--- src/sv/sfpq_pkg.sv ---
// Package with the sizes, command codes and status codes of the six-slot priority queue.
`default_nettype none

package sfpq_pkg;

  localparam int CAPACITY   = 6;
  localparam int TAG_BITS   = 16;

  // Fixed widths of the request and result fields.
  localparam int CMD_W      = 3;
  localparam int TAG_W      = 16;
  localparam int HEIGHT_W   = 8;
  localparam int VALUE_W    = 32;
  localparam int SLOT_IDX_W = 3;
  localparam int STATUS_W   = 2;
  localparam int RATIO_W    = VALUE_W + 1;
  localparam int OCC_W      = 3;

  // Derived sizes of the store and its counters.
  localparam int IDX_W      = $clog2(CAPACITY);
  localparam int CNT_W      = $clog2(CAPACITY + 1);
  localparam int PEEK_W     = (CNT_W > SLOT_IDX_W) ? CNT_W : SLOT_IDX_W;
  localparam int DIV_STEPS  = VALUE_W;
  localparam int DIV_CNT_W  = $clog2(DIV_STEPS);

  localparam logic [CMD_W-1:0] CMD_ENQUEUE  = 3'd0;
  localparam logic [CMD_W-1:0] CMD_FIFO_DEQ = 3'd1;
  localparam logic [CMD_W-1:0] CMD_PRIO_DEQ = 3'd2;
  localparam logic [CMD_W-1:0] CMD_RATIO    = 3'd3;
  localparam logic [CMD_W-1:0] CMD_PEEK     = 3'd4;

  localparam logic [STATUS_W-1:0] ST_OK    = 2'd0;
  localparam logic [STATUS_W-1:0] ST_FULL  = 2'd1;
  localparam logic [STATUS_W-1:0] ST_EMPTY = 2'd2;
  localparam logic [STATUS_W-1:0] ST_RANGE = 2'd3;

endpackage

`default_nettype wire

--- src/sv/six_slot_fifo_priority_queue_top.sv ---
// Six-slot ordered store with FIFO and greatest-height removal, peek and a serial ratio divider.
//
//  Channel   | Handshake            | Signals
//  ----------+----------------------+---------------------------------------------------------
//  request   | start high, busy low | command, item_tag, item_height, item_value, slot_index
//  result    | done, one cycle      | status, out_tag, out_height, out_value, ratio, occupancy
//
// Enqueue, FIFO dequeue, peek, unused codes and requests on an empty store give their result
// in the cycle after acceptance and leave busy low. Priority dequeue scans the heights one slot
// per cycle through the shared compare unit. The ratio query runs the same scan and then a
// restoring divider of one quotient bit per cycle, or skips the divider for a zero divisor.
// Reset is synchronous and empties the store; the receiver cannot stall results.
`default_nettype none

module six_slot_fifo_priority_queue_top (
  input  wire                                    clk,
  input  wire                                    rst,
  input  wire                                    start,
  output logic                                   busy,
  input  wire  [sfpq_pkg::CMD_W-1:0]             command,
  input  wire  [sfpq_pkg::TAG_W-1:0]             item_tag,
  input  wire  [sfpq_pkg::HEIGHT_W-1:0]          item_height,
  input  wire  signed [sfpq_pkg::VALUE_W-1:0]    item_value,
  input  wire  [sfpq_pkg::SLOT_IDX_W-1:0]        slot_index,
  output logic                                   done,
  output logic [sfpq_pkg::STATUS_W-1:0]          status,
  output logic [sfpq_pkg::TAG_W-1:0]             out_tag,
  output logic [sfpq_pkg::HEIGHT_W-1:0]          out_height,
  output logic signed [sfpq_pkg::VALUE_W-1:0]    out_value,
  output logic signed [sfpq_pkg::RATIO_W-1:0]    ratio,
  output logic [sfpq_pkg::OCC_W-1:0]             occupancy
);

  typedef enum logic [2:0] {
    S_IDLE,
    S_SCAN,
    S_PICK,
    S_DIV,
    S_SIGN
  } state_t;

  state_t state;

  logic [sfpq_pkg::TAG_BITS-1:0] slot_tag    [sfpq_pkg::CAPACITY];
  logic [sfpq_pkg::HEIGHT_W-1:0] slot_height [sfpq_pkg::CAPACITY];
  logic [sfpq_pkg::VALUE_W-1:0]  slot_value  [sfpq_pkg::CAPACITY];
  logic [sfpq_pkg::CNT_W-1:0]    count;

  logic                          is_ratio;
  logic [sfpq_pkg::CNT_W-1:0]    scan_i;
  logic [sfpq_pkg::IDX_W-1:0]    best;
  logic [sfpq_pkg::HEIGHT_W-1:0] best_h;

  logic [sfpq_pkg::VALUE_W-1:0]  divisor;
  logic [sfpq_pkg::VALUE_W-1:0]  rem;
  logic [sfpq_pkg::VALUE_W-1:0]  quot;
  logic                          neg;
  logic [sfpq_pkg::DIV_CNT_W-1:0] step;

  logic [sfpq_pkg::IDX_W-1:0]    rd_sel;
  logic [sfpq_pkg::TAG_BITS-1:0] rd_tag;
  logic [sfpq_pkg::HEIGHT_W-1:0] rd_height;
  logic [sfpq_pkg::VALUE_W-1:0]  rd_value;

  logic [sfpq_pkg::VALUE_W:0]    rem_shift;
  logic [sfpq_pkg::VALUE_W:0]    rem_diff;
  logic [sfpq_pkg::VALUE_W-1:0]  rem_next;
  logic [sfpq_pkg::VALUE_W-1:0]  quot_next;

  logic                          accept;
  logic                          full;
  logic                          empty;
  logic                          peek_ok;
  logic [sfpq_pkg::VALUE_W-1:0]  num_mag;
  logic [sfpq_pkg::VALUE_W-1:0]  den_mag;

  assign busy   = (state != S_IDLE);
  assign accept = start && !busy;
  assign full   = (count >= sfpq_pkg::CNT_W'(sfpq_pkg::CAPACITY));
  assign empty  = (count == '0);
  assign peek_ok = (sfpq_pkg::PEEK_W'(slot_index) < sfpq_pkg::PEEK_W'(count));

  // The store has one muxed read port besides the fixed reads of slot 0; its address follows the step of the sequence.
  always_comb begin
    unique case (state)
      S_IDLE:  rd_sel = sfpq_pkg::IDX_W'(slot_index);
      S_SCAN:  rd_sel = scan_i[sfpq_pkg::IDX_W-1:0];
      default: rd_sel = best;
    endcase
  end

  assign rd_tag    = slot_tag[rd_sel];
  assign rd_height = slot_height[rd_sel];
  assign rd_value  = slot_value[rd_sel];

  // Magnitudes for the divider; the most negative value maps to 2^31 as an unsigned number.
  assign num_mag = slot_value[0][sfpq_pkg::VALUE_W-1] ? (-slot_value[0]) : slot_value[0];
  assign den_mag = rd_value[sfpq_pkg::VALUE_W-1] ? (-rd_value) : rd_value;

  // One restoring division step: shift in the next dividend bit and try the subtraction.
  always_comb begin
    rem_shift = {rem, quot[sfpq_pkg::VALUE_W-1]};
    rem_diff  = rem_shift - {1'b0, divisor};
    if (!rem_diff[sfpq_pkg::VALUE_W]) begin
      rem_next  = rem_diff[sfpq_pkg::VALUE_W-1:0];
      quot_next = {quot[sfpq_pkg::VALUE_W-2:0], 1'b1};
    end else begin
      rem_next  = rem_shift[sfpq_pkg::VALUE_W-1:0];
      quot_next = {quot[sfpq_pkg::VALUE_W-2:0], 1'b0};
    end
  end

  always_ff @(posedge clk) begin
    done <= 1'b0;
    if (rst) begin
      state     <= S_IDLE;
      count     <= '0;
      status    <= sfpq_pkg::ST_OK;
      out_tag   <= '0;
      out_height <= '0;
      out_value <= '0;
      ratio     <= '0;
      occupancy <= '0;
    end else begin
      unique case (state)
        S_IDLE: begin
          if (accept) begin
            status     <= sfpq_pkg::ST_OK;
            out_tag    <= '0;
            out_height <= '0;
            out_value  <= '0;
            ratio      <= '0;
            occupancy  <= sfpq_pkg::OCC_W'(count);
            is_ratio   <= (command == sfpq_pkg::CMD_RATIO);
            best       <= '0;
            best_h     <= slot_height[0];
            scan_i     <= sfpq_pkg::CNT_W'(1);
            unique case (command)
              sfpq_pkg::CMD_ENQUEUE: begin
                done <= 1'b1;
                if (full) begin
                  status <= sfpq_pkg::ST_FULL;
                end else begin
                  slot_tag[count[sfpq_pkg::IDX_W-1:0]]    <= sfpq_pkg::TAG_BITS'(item_tag);
                  slot_height[count[sfpq_pkg::IDX_W-1:0]] <= item_height;
                  slot_value[count[sfpq_pkg::IDX_W-1:0]]  <= item_value;
                  count     <= count + 1'b1;
                  occupancy <= sfpq_pkg::OCC_W'(count + 1'b1);
                end
              end
              sfpq_pkg::CMD_FIFO_DEQ: begin
                done <= 1'b1;
                if (empty) begin
                  status <= sfpq_pkg::ST_EMPTY;
                end else begin
                  out_tag    <= sfpq_pkg::TAG_W'(slot_tag[0]);
                  out_height <= slot_height[0];
                  out_value  <= slot_value[0];
                  for (int i = 0; i < sfpq_pkg::CAPACITY - 1; i++) begin
                    slot_tag[i]    <= slot_tag[i+1];
                    slot_height[i] <= slot_height[i+1];
                    slot_value[i]  <= slot_value[i+1];
                  end
                  count     <= count - 1'b1;
                  occupancy <= sfpq_pkg::OCC_W'(count - 1'b1);
                end
              end
              sfpq_pkg::CMD_PRIO_DEQ, sfpq_pkg::CMD_RATIO: begin
                if (empty) begin
                  done   <= 1'b1;
                  status <= sfpq_pkg::ST_EMPTY;
                end else begin
                  state <= S_SCAN;
                end
              end
              sfpq_pkg::CMD_PEEK: begin
                done <= 1'b1;
                if (peek_ok) begin
                  out_tag    <= sfpq_pkg::TAG_W'(rd_tag);
                  out_height <= rd_height;
                  out_value  <= rd_value;
                end else begin
                  status <= sfpq_pkg::ST_RANGE;
                end
              end
              default: begin
                done <= 1'b1;
              end
            endcase
          end
        end

        S_SCAN: begin
          // Strictly greater wins, so the earliest of equal heights is kept.
          if (scan_i < count) begin
            if (rd_height > best_h) begin
              best   <= scan_i[sfpq_pkg::IDX_W-1:0];
              best_h <= rd_height;
            end
            scan_i <= scan_i + 1'b1;
          end else begin
            state <= S_PICK;
          end
        end

        S_PICK: begin
          if (!is_ratio) begin
            out_tag    <= sfpq_pkg::TAG_W'(rd_tag);
            out_height <= rd_height;
            out_value  <= rd_value;
            for (int i = 0; i < sfpq_pkg::CAPACITY - 1; i++) begin
              if (sfpq_pkg::IDX_W'(i) >= best) begin
                slot_tag[i]    <= slot_tag[i+1];
                slot_height[i] <= slot_height[i+1];
                slot_value[i]  <= slot_value[i+1];
              end
            end
            count     <= count - 1'b1;
            occupancy <= sfpq_pkg::OCC_W'(count - 1'b1);
            done      <= 1'b1;
            state     <= S_IDLE;
          end else if (rd_value == '0) begin
            done  <= 1'b1;
            state <= S_IDLE;
          end else begin
            divisor <= den_mag;
            quot    <= num_mag;
            rem     <= '0;
            neg     <= slot_value[0][sfpq_pkg::VALUE_W-1] ^ rd_value[sfpq_pkg::VALUE_W-1];
            step    <= '0;
            state   <= S_DIV;
          end
        end

        S_DIV: begin
          rem  <= rem_next;
          quot <= quot_next;
          step <= step + 1'b1;
          if (step == sfpq_pkg::DIV_CNT_W'(sfpq_pkg::DIV_STEPS - 1)) begin
            state <= S_SIGN;
          end
        end

        S_SIGN: begin
          ratio <= neg ? -sfpq_pkg::RATIO_W'(quot) : sfpq_pkg::RATIO_W'(quot);
          done  <= 1'b1;
          state <= S_IDLE;
        end

        default: begin
          state <= S_IDLE;
        end
      endcase
    end
  end

`ifndef ASSERT_OFF
  a_count_bound: assert property (@(posedge clk) disable iff (rst)
    count <= sfpq_pkg::CNT_W'(sfpq_pkg::CAPACITY))
    else $error("entry count above capacity");

  a_done_idle: assert property (@(posedge clk) disable iff (rst)
    done |-> (state == S_IDLE))
    else $error("result given while the sequencer is still working");

  a_enqueue_grows: assert property (@(posedge clk) disable iff (rst)
    (accept && command == sfpq_pkg::CMD_ENQUEUE && !full) |=>
      (done && count == $past(count) + 1'b1 && status == sfpq_pkg::ST_OK))
    else $error("enqueue into a store with room did not add an entry");

  a_fifo_shrinks: assert property (@(posedge clk) disable iff (rst)
    (accept && command == sfpq_pkg::CMD_FIFO_DEQ && !empty) |=>
      (done && count == $past(count) - 1'b1))
    else $error("FIFO dequeue did not remove an entry");

  a_full_status: assert property (@(posedge clk) disable iff (rst)
    (done && status == sfpq_pkg::ST_FULL) |->
      (occupancy == sfpq_pkg::OCC_W'(sfpq_pkg::CAPACITY)))
    else $error("full status reported with room left");
`endif

endmodule

`default_nettype wire
--- config.mk ---
export PLATFORM = sky130hd
export DESIGN_NAME = six_slot_fifo_priority_queue_top
export DESIGN_NICKNAME = d
export VERILOG_FILES = /design/src/sv/sfpq_pkg.sv /design/src/sv/six_slot_fifo_priority_queue_top.sv
export SDC_FILE = /design/constraint.sdc
export NUM_CORES = 1
export LEC_CHECK = 0
export BUFFER_PORTS_ARGS = -buffer_cell sky130_fd_sc_hd__buf_4
export CORE_MARGIN = 4
export CORE_UTILIZATION = 35
export DETAILED_ROUTE_END_ITERATION = 16
export GPL_ROUTABILITY_DRIVEN = 0
export PLACE_DENSITY = 0.62
export SYNTH_ARGS = -nofsm -noshare
export SYNTH_HDL_FRONTEND = slang
export SYNTH_SLANG_ARGS = --single-unit
--- constraint.sdc ---
create_clock -name clk -period 8.2 [get_ports clk]
set_clock_uncertainty 0.1 [all_clocks]
set_input_delay 2.05 -clock clk [delete_from_list [all_inputs] [get_ports clk]]
set_output_delay 2.05 -clock clk [all_outputs]
set_load 0.03 [all_outputs]
Yosys cells after proc, flatten, opt, wreduce, memory -nomap -nowiden:

Memory sizes are Yosys's and may differ from the RTL's.
Index checks and enable logic that the tools add are counted.
W data, S select, Z words.

* bits in registers: 215
* bits in writable memories: 336
* input port bits: 65
* output and inout bits: 96
* logic and storage cells: 235
* memories: 3

* add/sub/neg operators: 8
* magnitude comparators: 9
* equality and inequality tests: 22
* muxes and demuxes: 131
* bitwise gates (word level): 18
* reductions and logical operators: 26

Memories
* slot_value: depth 6, width 32, rd ports 7, clocked after Yosys merged registers in 0, write ports 5, line six_slot_fifo_priority_queue_top.sv:46 `logic [sfpq_pkg::VALUE_W-1:0] slot_value [sfpq_pkg::CAPACITY];`
* slot_tag: depth 6, width 16, rd ports 7, clocked after Yosys merged registers in 0, write ports 5, line six_slot_fifo_priority_queue_top.sv:44 `logic [sfpq_pkg::TAG_BITS-1:0] slot_tag [sfpq_pkg::CAPACITY];`
* slot_height: depth 6, width 8, rd ports 7, clocked after Yosys merged registers in 0, write ports 5, line six_slot_fifo_priority_queue_top.sv:45 `logic [sfpq_pkg::HEIGHT_W-1:0] slot_height [sfpq_pkg::CAPACITY];`

Operator list (number)
* $mux W32: 16
* $pmux W32 S2: 4
* $mux W16: 10
* $mux W8: 13
* $mux W33: 2
* $pmux W33 S2: 1
* $neg A32 Y32: 2
* $pmux W16 S2: 2
* $mux W3: 17
* $pmux W8 S2: 3
* $mux W1: 47
* $neg A32 Y33: 1
* $sub A33 B32 Y33: 1
* $logic_not A32 Y1: 1
* $reduce_or A32 Y1: 1
* $mux W31: 1
* $pmux W3 S2: 5
* $ne A2 B2 Y1 const B: 9
* $reduce_or A16 Y1: 1
* $or A1 B1 Y1: 15
* $eq A3 B2 Y1 const B: 4
* $pmux W3 S4: 1
* $reduce_and A4 Y1: 3
* $mux W5: 2
* 33 further kinds: 52

Logic depth before layout (Yosys ltp):

* depth after elaboration: 10
* depth in mapped cells: 19
* gate-level depth less buffers: 13

Least setup slack after synthesis:

No wires, ideal clock.

* kind: input to register
* start point: in slot_index[2] in the netlist's numbering
* end point: reg quot[0] in the netlist's numbering (enable)
* setup time: 0.519 ns
* data arrival time: 7.388 ns
* required time: 7.581 ns
* path slack: 0.193 ns
* cell stages on the path: 10
* path buffers: 1
* cells stage by stage: mux2_4 > a21oi_1 > buf_2 > mux4_2 > nor3b_1 > o211ai_1 > nor4b_4 > nand3_2 > o31ai_4 > a21oi_1

* cells in the longest elaborated chain, start to end: 5

Ends and longest elaborated chain
* from (decl): line six_slot_fifo_priority_queue_top.sv:24 `input wire [sfpq_pkg::SLOT_IDX_W-1:0] slot_index,`
* $pmux W3 S2: line six_slot_fifo_priority_queue_top.sv:85 `unique case (state)`
* $mem_v2 Z6 W32
* $logic_not A32 Y1: line six_slot_fifo_priority_queue_top.sv:222 `end else if (rd_value == '0) begin`
* $ne A2 B2 Y1 (no line)
* $reduce_and A4 Y1 (no line)
* to (signal assigned): line six_slot_fifo_priority_queue_top.sv:227 `quot <= num_mag;`
* to (signal assigned): line six_slot_fifo_priority_queue_top.sv:237 `quot <= quot_next;`
* to (decl): line six_slot_fifo_priority_queue_top.sv:56 `logic [sfpq_pkg::VALUE_W-1:0] quot;`

No other way between the ends.
A chain may end at the register's enable or synchronous reset.

Final worst setup path:

* start point: in slot_index[2] in the netlist's numbering
* end point: reg rem[29] in the netlist's numbering (enable)

* cells in the longest elaborated chain, start to end: 5

Ends and longest elaborated chain
* $pmux W3 S2: line six_slot_fifo_priority_queue_top.sv:85
* $mem_v2 Z6 W32
* $logic_not A32 Y1: line six_slot_fifo_priority_queue_top.sv:222
* $ne A2 B2 Y1 (no line)
* $reduce_and A4 Y1 (no line)
* to (signal assigned): line six_slot_fifo_priority_queue_top.sv:236 `rem <= rem_next;`
* to (decl): line six_slot_fifo_priority_queue_top.sv:55 `logic [sfpq_pkg::VALUE_W-1:0] rem;`

No other way between the ends.

==> results.cfg <==
[pwr]
p_leak_nw = 13.4
ir_drop_mv = 0.133
power_density_mw_per_mm2 = 208

[worst_setup_path]
cp.required_ns = 8.36
cp_max_fo = 69
critPathCaptureType = flop
crit_start = slot_index[2]
critical_path_class = input pin to flop
reg2reg_to = rem[29]$_SDFFCE_PN0P_
reg2reg_depth = 11
crit_path_start_kind = input pin
r2r_setup_slack_ns = 2.55
r2r-start = state[0]$_SDFFE_PP0P_
arrival_ns = 6.46

[cts]
cts_buffers = 72
root_buffer = clkbuf_16
post-cts-setup-buffer-count = 0
cts.sinks = 663
clock_latency_ns = 0.64
cts_tree = yes
cts-hold-fix-buffers = 0
cts_resized = 0
clockBufferDepth = 3
cts_htree_levels = 3
clk_pin_slew_ns = 0.06

[placed_design]
dp.cells = 3850
place_area_sq_mm = 0.0359
post-dp-hpwl_mm = 56.4
io_buffers = 160

[hold_path]
worstHoldStart = status[0]$_SDFFE_PP0P_
worstHoldPathType = flop to flop
hold_depth = 2
min_to = status[0]$_SDFFE_PP0P_

[outcome]
status = finished clean

[floorplan]
die_h_um = 314
io_pins = 161
start_util_pct = 35.3
dieWidth_um = 314
core-area_sq_mm = 0.0932
die_area_sq_mm = 0.0988
num_rows = 112

[job]
cap_violations = 0

[sta]
fin_crit_sh_pct = 76.8
final-setup-viol-count = 0
fin_crit_ns = 6.30
rsz0062_at_grt = false
slew_violations = 0
slew_headroom_pct = 19.2
hold_violations = 0
tns_ns = 0
max_freq_mhz = 159
tightest_slew_ns = 1.21

[global_route]
grt_pass1_vias = 20500
overflow = 0
grt_pass1_wl_mm = 130
antenna_found_initial = 6
grt_max_degree = 72
track_usage_pct = 17.1

[synthesis]
synth_area_leaders = edfxtp_1 52%, mux2_2 9.7%, mux4_2 7.7%
async_reset_ff_share_pct = 0
ys.flop_type = edfxtp_1
synth_top_area_share_pct = 51.6
syn_area_per_cell_sq_um = 13.5
synth.largest_area_cell = edfxtp_1
synth_enable_flop_cells = 565
ys_ff_latch = 663
ys_types = 76
synth_area_sq_mm = 0.0329
netlist_instances = 2428
synth_warnings = 0
seq_area_frac_synth_pct = 57.6

[detailed_routing]
drc = 0
first_pass_iters = 7
wl_per_cell_um = 21.7
initialDrtViolationCount = 1877
via_per_inst = 5.28
wl_mm = 86.4
dr_total_vias = 21000
ant_nets = 0

[cells_and_area]
fillerInstances = 8669
final_cell_mix = 565 x edfxtp_1, 283 x mux2_2, 197 x buf_4
fin_cells = 3985
area_growth_pct = 16.6
multiInputGateArea_sq_mm = 0.0137
finalNetCount = 2790
drive_above_1_share_pct = 27.2
postLayoutCellArea_sq_mm = 0.0383
final_common_cell = edfxtp_1
regArea_sq_mm = 0.0189
fin_util_pct = 41.1
-- state kept, by name (all words and copies together) (netlist names), 32 cells and up --
register / count
slot_value: 256
ratio: 33
quot: 32
out_value: 32
rem: 32
slot_height: 64
divisor: 32
slot_tag: 128
-- Yosys cell counts (all sizes together), types with 9 or more instances --
| cell | instances |
|---|---|
| edfxtp | 565 |
| mux2 | 285 |
| nor2 | 192 |
| nand2 | 148 |
| a21oi | 133 |
| mux4 | 113 |
| o21ai | 106 |
| clkbuf | 99 |
| dfxtp | 98 |
| inv | 75 |
| mux2i | 72 |
| xnor2 | 60 |
| xor2 | 57 |
| ha | 54 |
| o211ai | 43 |
| buf | 41 |
| nand3 | 33 |
| a211oi | 25 |
| o31ai | 20 |
| nor3 | 18 |
| a21o | 17 |
| o21a | 15 |
| or3 | 15 |
| nand2b | 12 |
| a22oi | 11 |
| and3 | 11 |
| nand4 | 11 |
| or4 | 11 |
| o41ai | 10 |
| a31oi | 9 |
| nor2b | 9 |
-- stage by stage --
| step | hold slack [ns] | total power [W] | worst slack [ns] |
|---|---|---|---|
| 2_1_floorplan | 0.438 | 0.00450 | 0.193 |
| 5_1_grt | 0.383 | 0.00827 | 1.67 |
| 3_5_place_dp | 0.351 | 0.00479 | 1.22 |
| 3_3_place_gp | 0.344 | 0.00478 | 1.34 |
| 6_report | 0.355 | 0.00796 | 1.90 |
| 4_1_cts | 0.357 | 0.00805 | 1.89 |
-- cells by family after synthesis --
kind of cell             after synthesis  share of synthesized area (%)
flip-flops                           663                           57.6
AND/OR/NAND/NOR                      491                           6.78
multiplexers                         470                           19.8
AO/OA/AOI/OAI                        416                           7.86
buffers and inverters                215                           2.67
XOR/XNOR                             117                           3.12
adder cells (fa/ha/maj)               55                           2.12
other                                  1                         0.0114
-- worst max path at each step --
stage,end,slack (ns),depth (start not counted)
after floorplan,quot[0]$_DFFE_PP_,0.19,10
after global placement,rem[26]$_SDFFCE_PN0P_,1.34,12
after detailed placement,rem[21]$_SDFFCE_PN0P_,1.22,12
after CTS,quot[20]$_DFFE_PP_,1.89,12
after global routing,rem[16]$_SDFFCE_PN0P_,1.67,12
final,rem[29]$_SDFFCE_PN0P_,1.90,12
-- worst max-delay path, cell delays in order --
cell and delay, ns:
buf_4 0.12, mux2_4 0.20, a21o_4 0.78, mux4_2 0.59, mux2i_1 0.37, ha_1 0.26
o211ai_1 0.21, nor4b_4 0.49, nand3_2 0.25, o31ai_4 0.57, a21oi_4 0.10, buf_4 0.39
-- metal layers --
layer	routed length, um	up-vias	global-route usage [%]	share of wire, %
li1	-	9658	-	-
met1	39400	10600	24.5	46
met2	38700	647	26.5	45
met3	6180	111	3.44	7.1
met4	2140	4	5.05	2.5
met5	27	-	0	0.031
-- cell type report --
cell class,count,share of cell area (%)
well taps,1254,4.09
repair buffers,197,3.86
clock inverters,37,1.04
inverters,75,0.735
multi-input cells,1661,35.7
clock buffers,95,5.12
flip-flops and latches,663,49.4
diodes,3,0.0196
-- power by group --
group	switching (W)	total, W	internal, W	leakage (nW)
clock	0.00140	0.00324	0.00184	1.15
sequential	0.0000587	0.00384	0.00378	5.92
combinational	0.000512	0.000880	0.000369	6.32
total	0.00197	0.00796	0.00599	13.4
(Power assumes the default switching activity.)
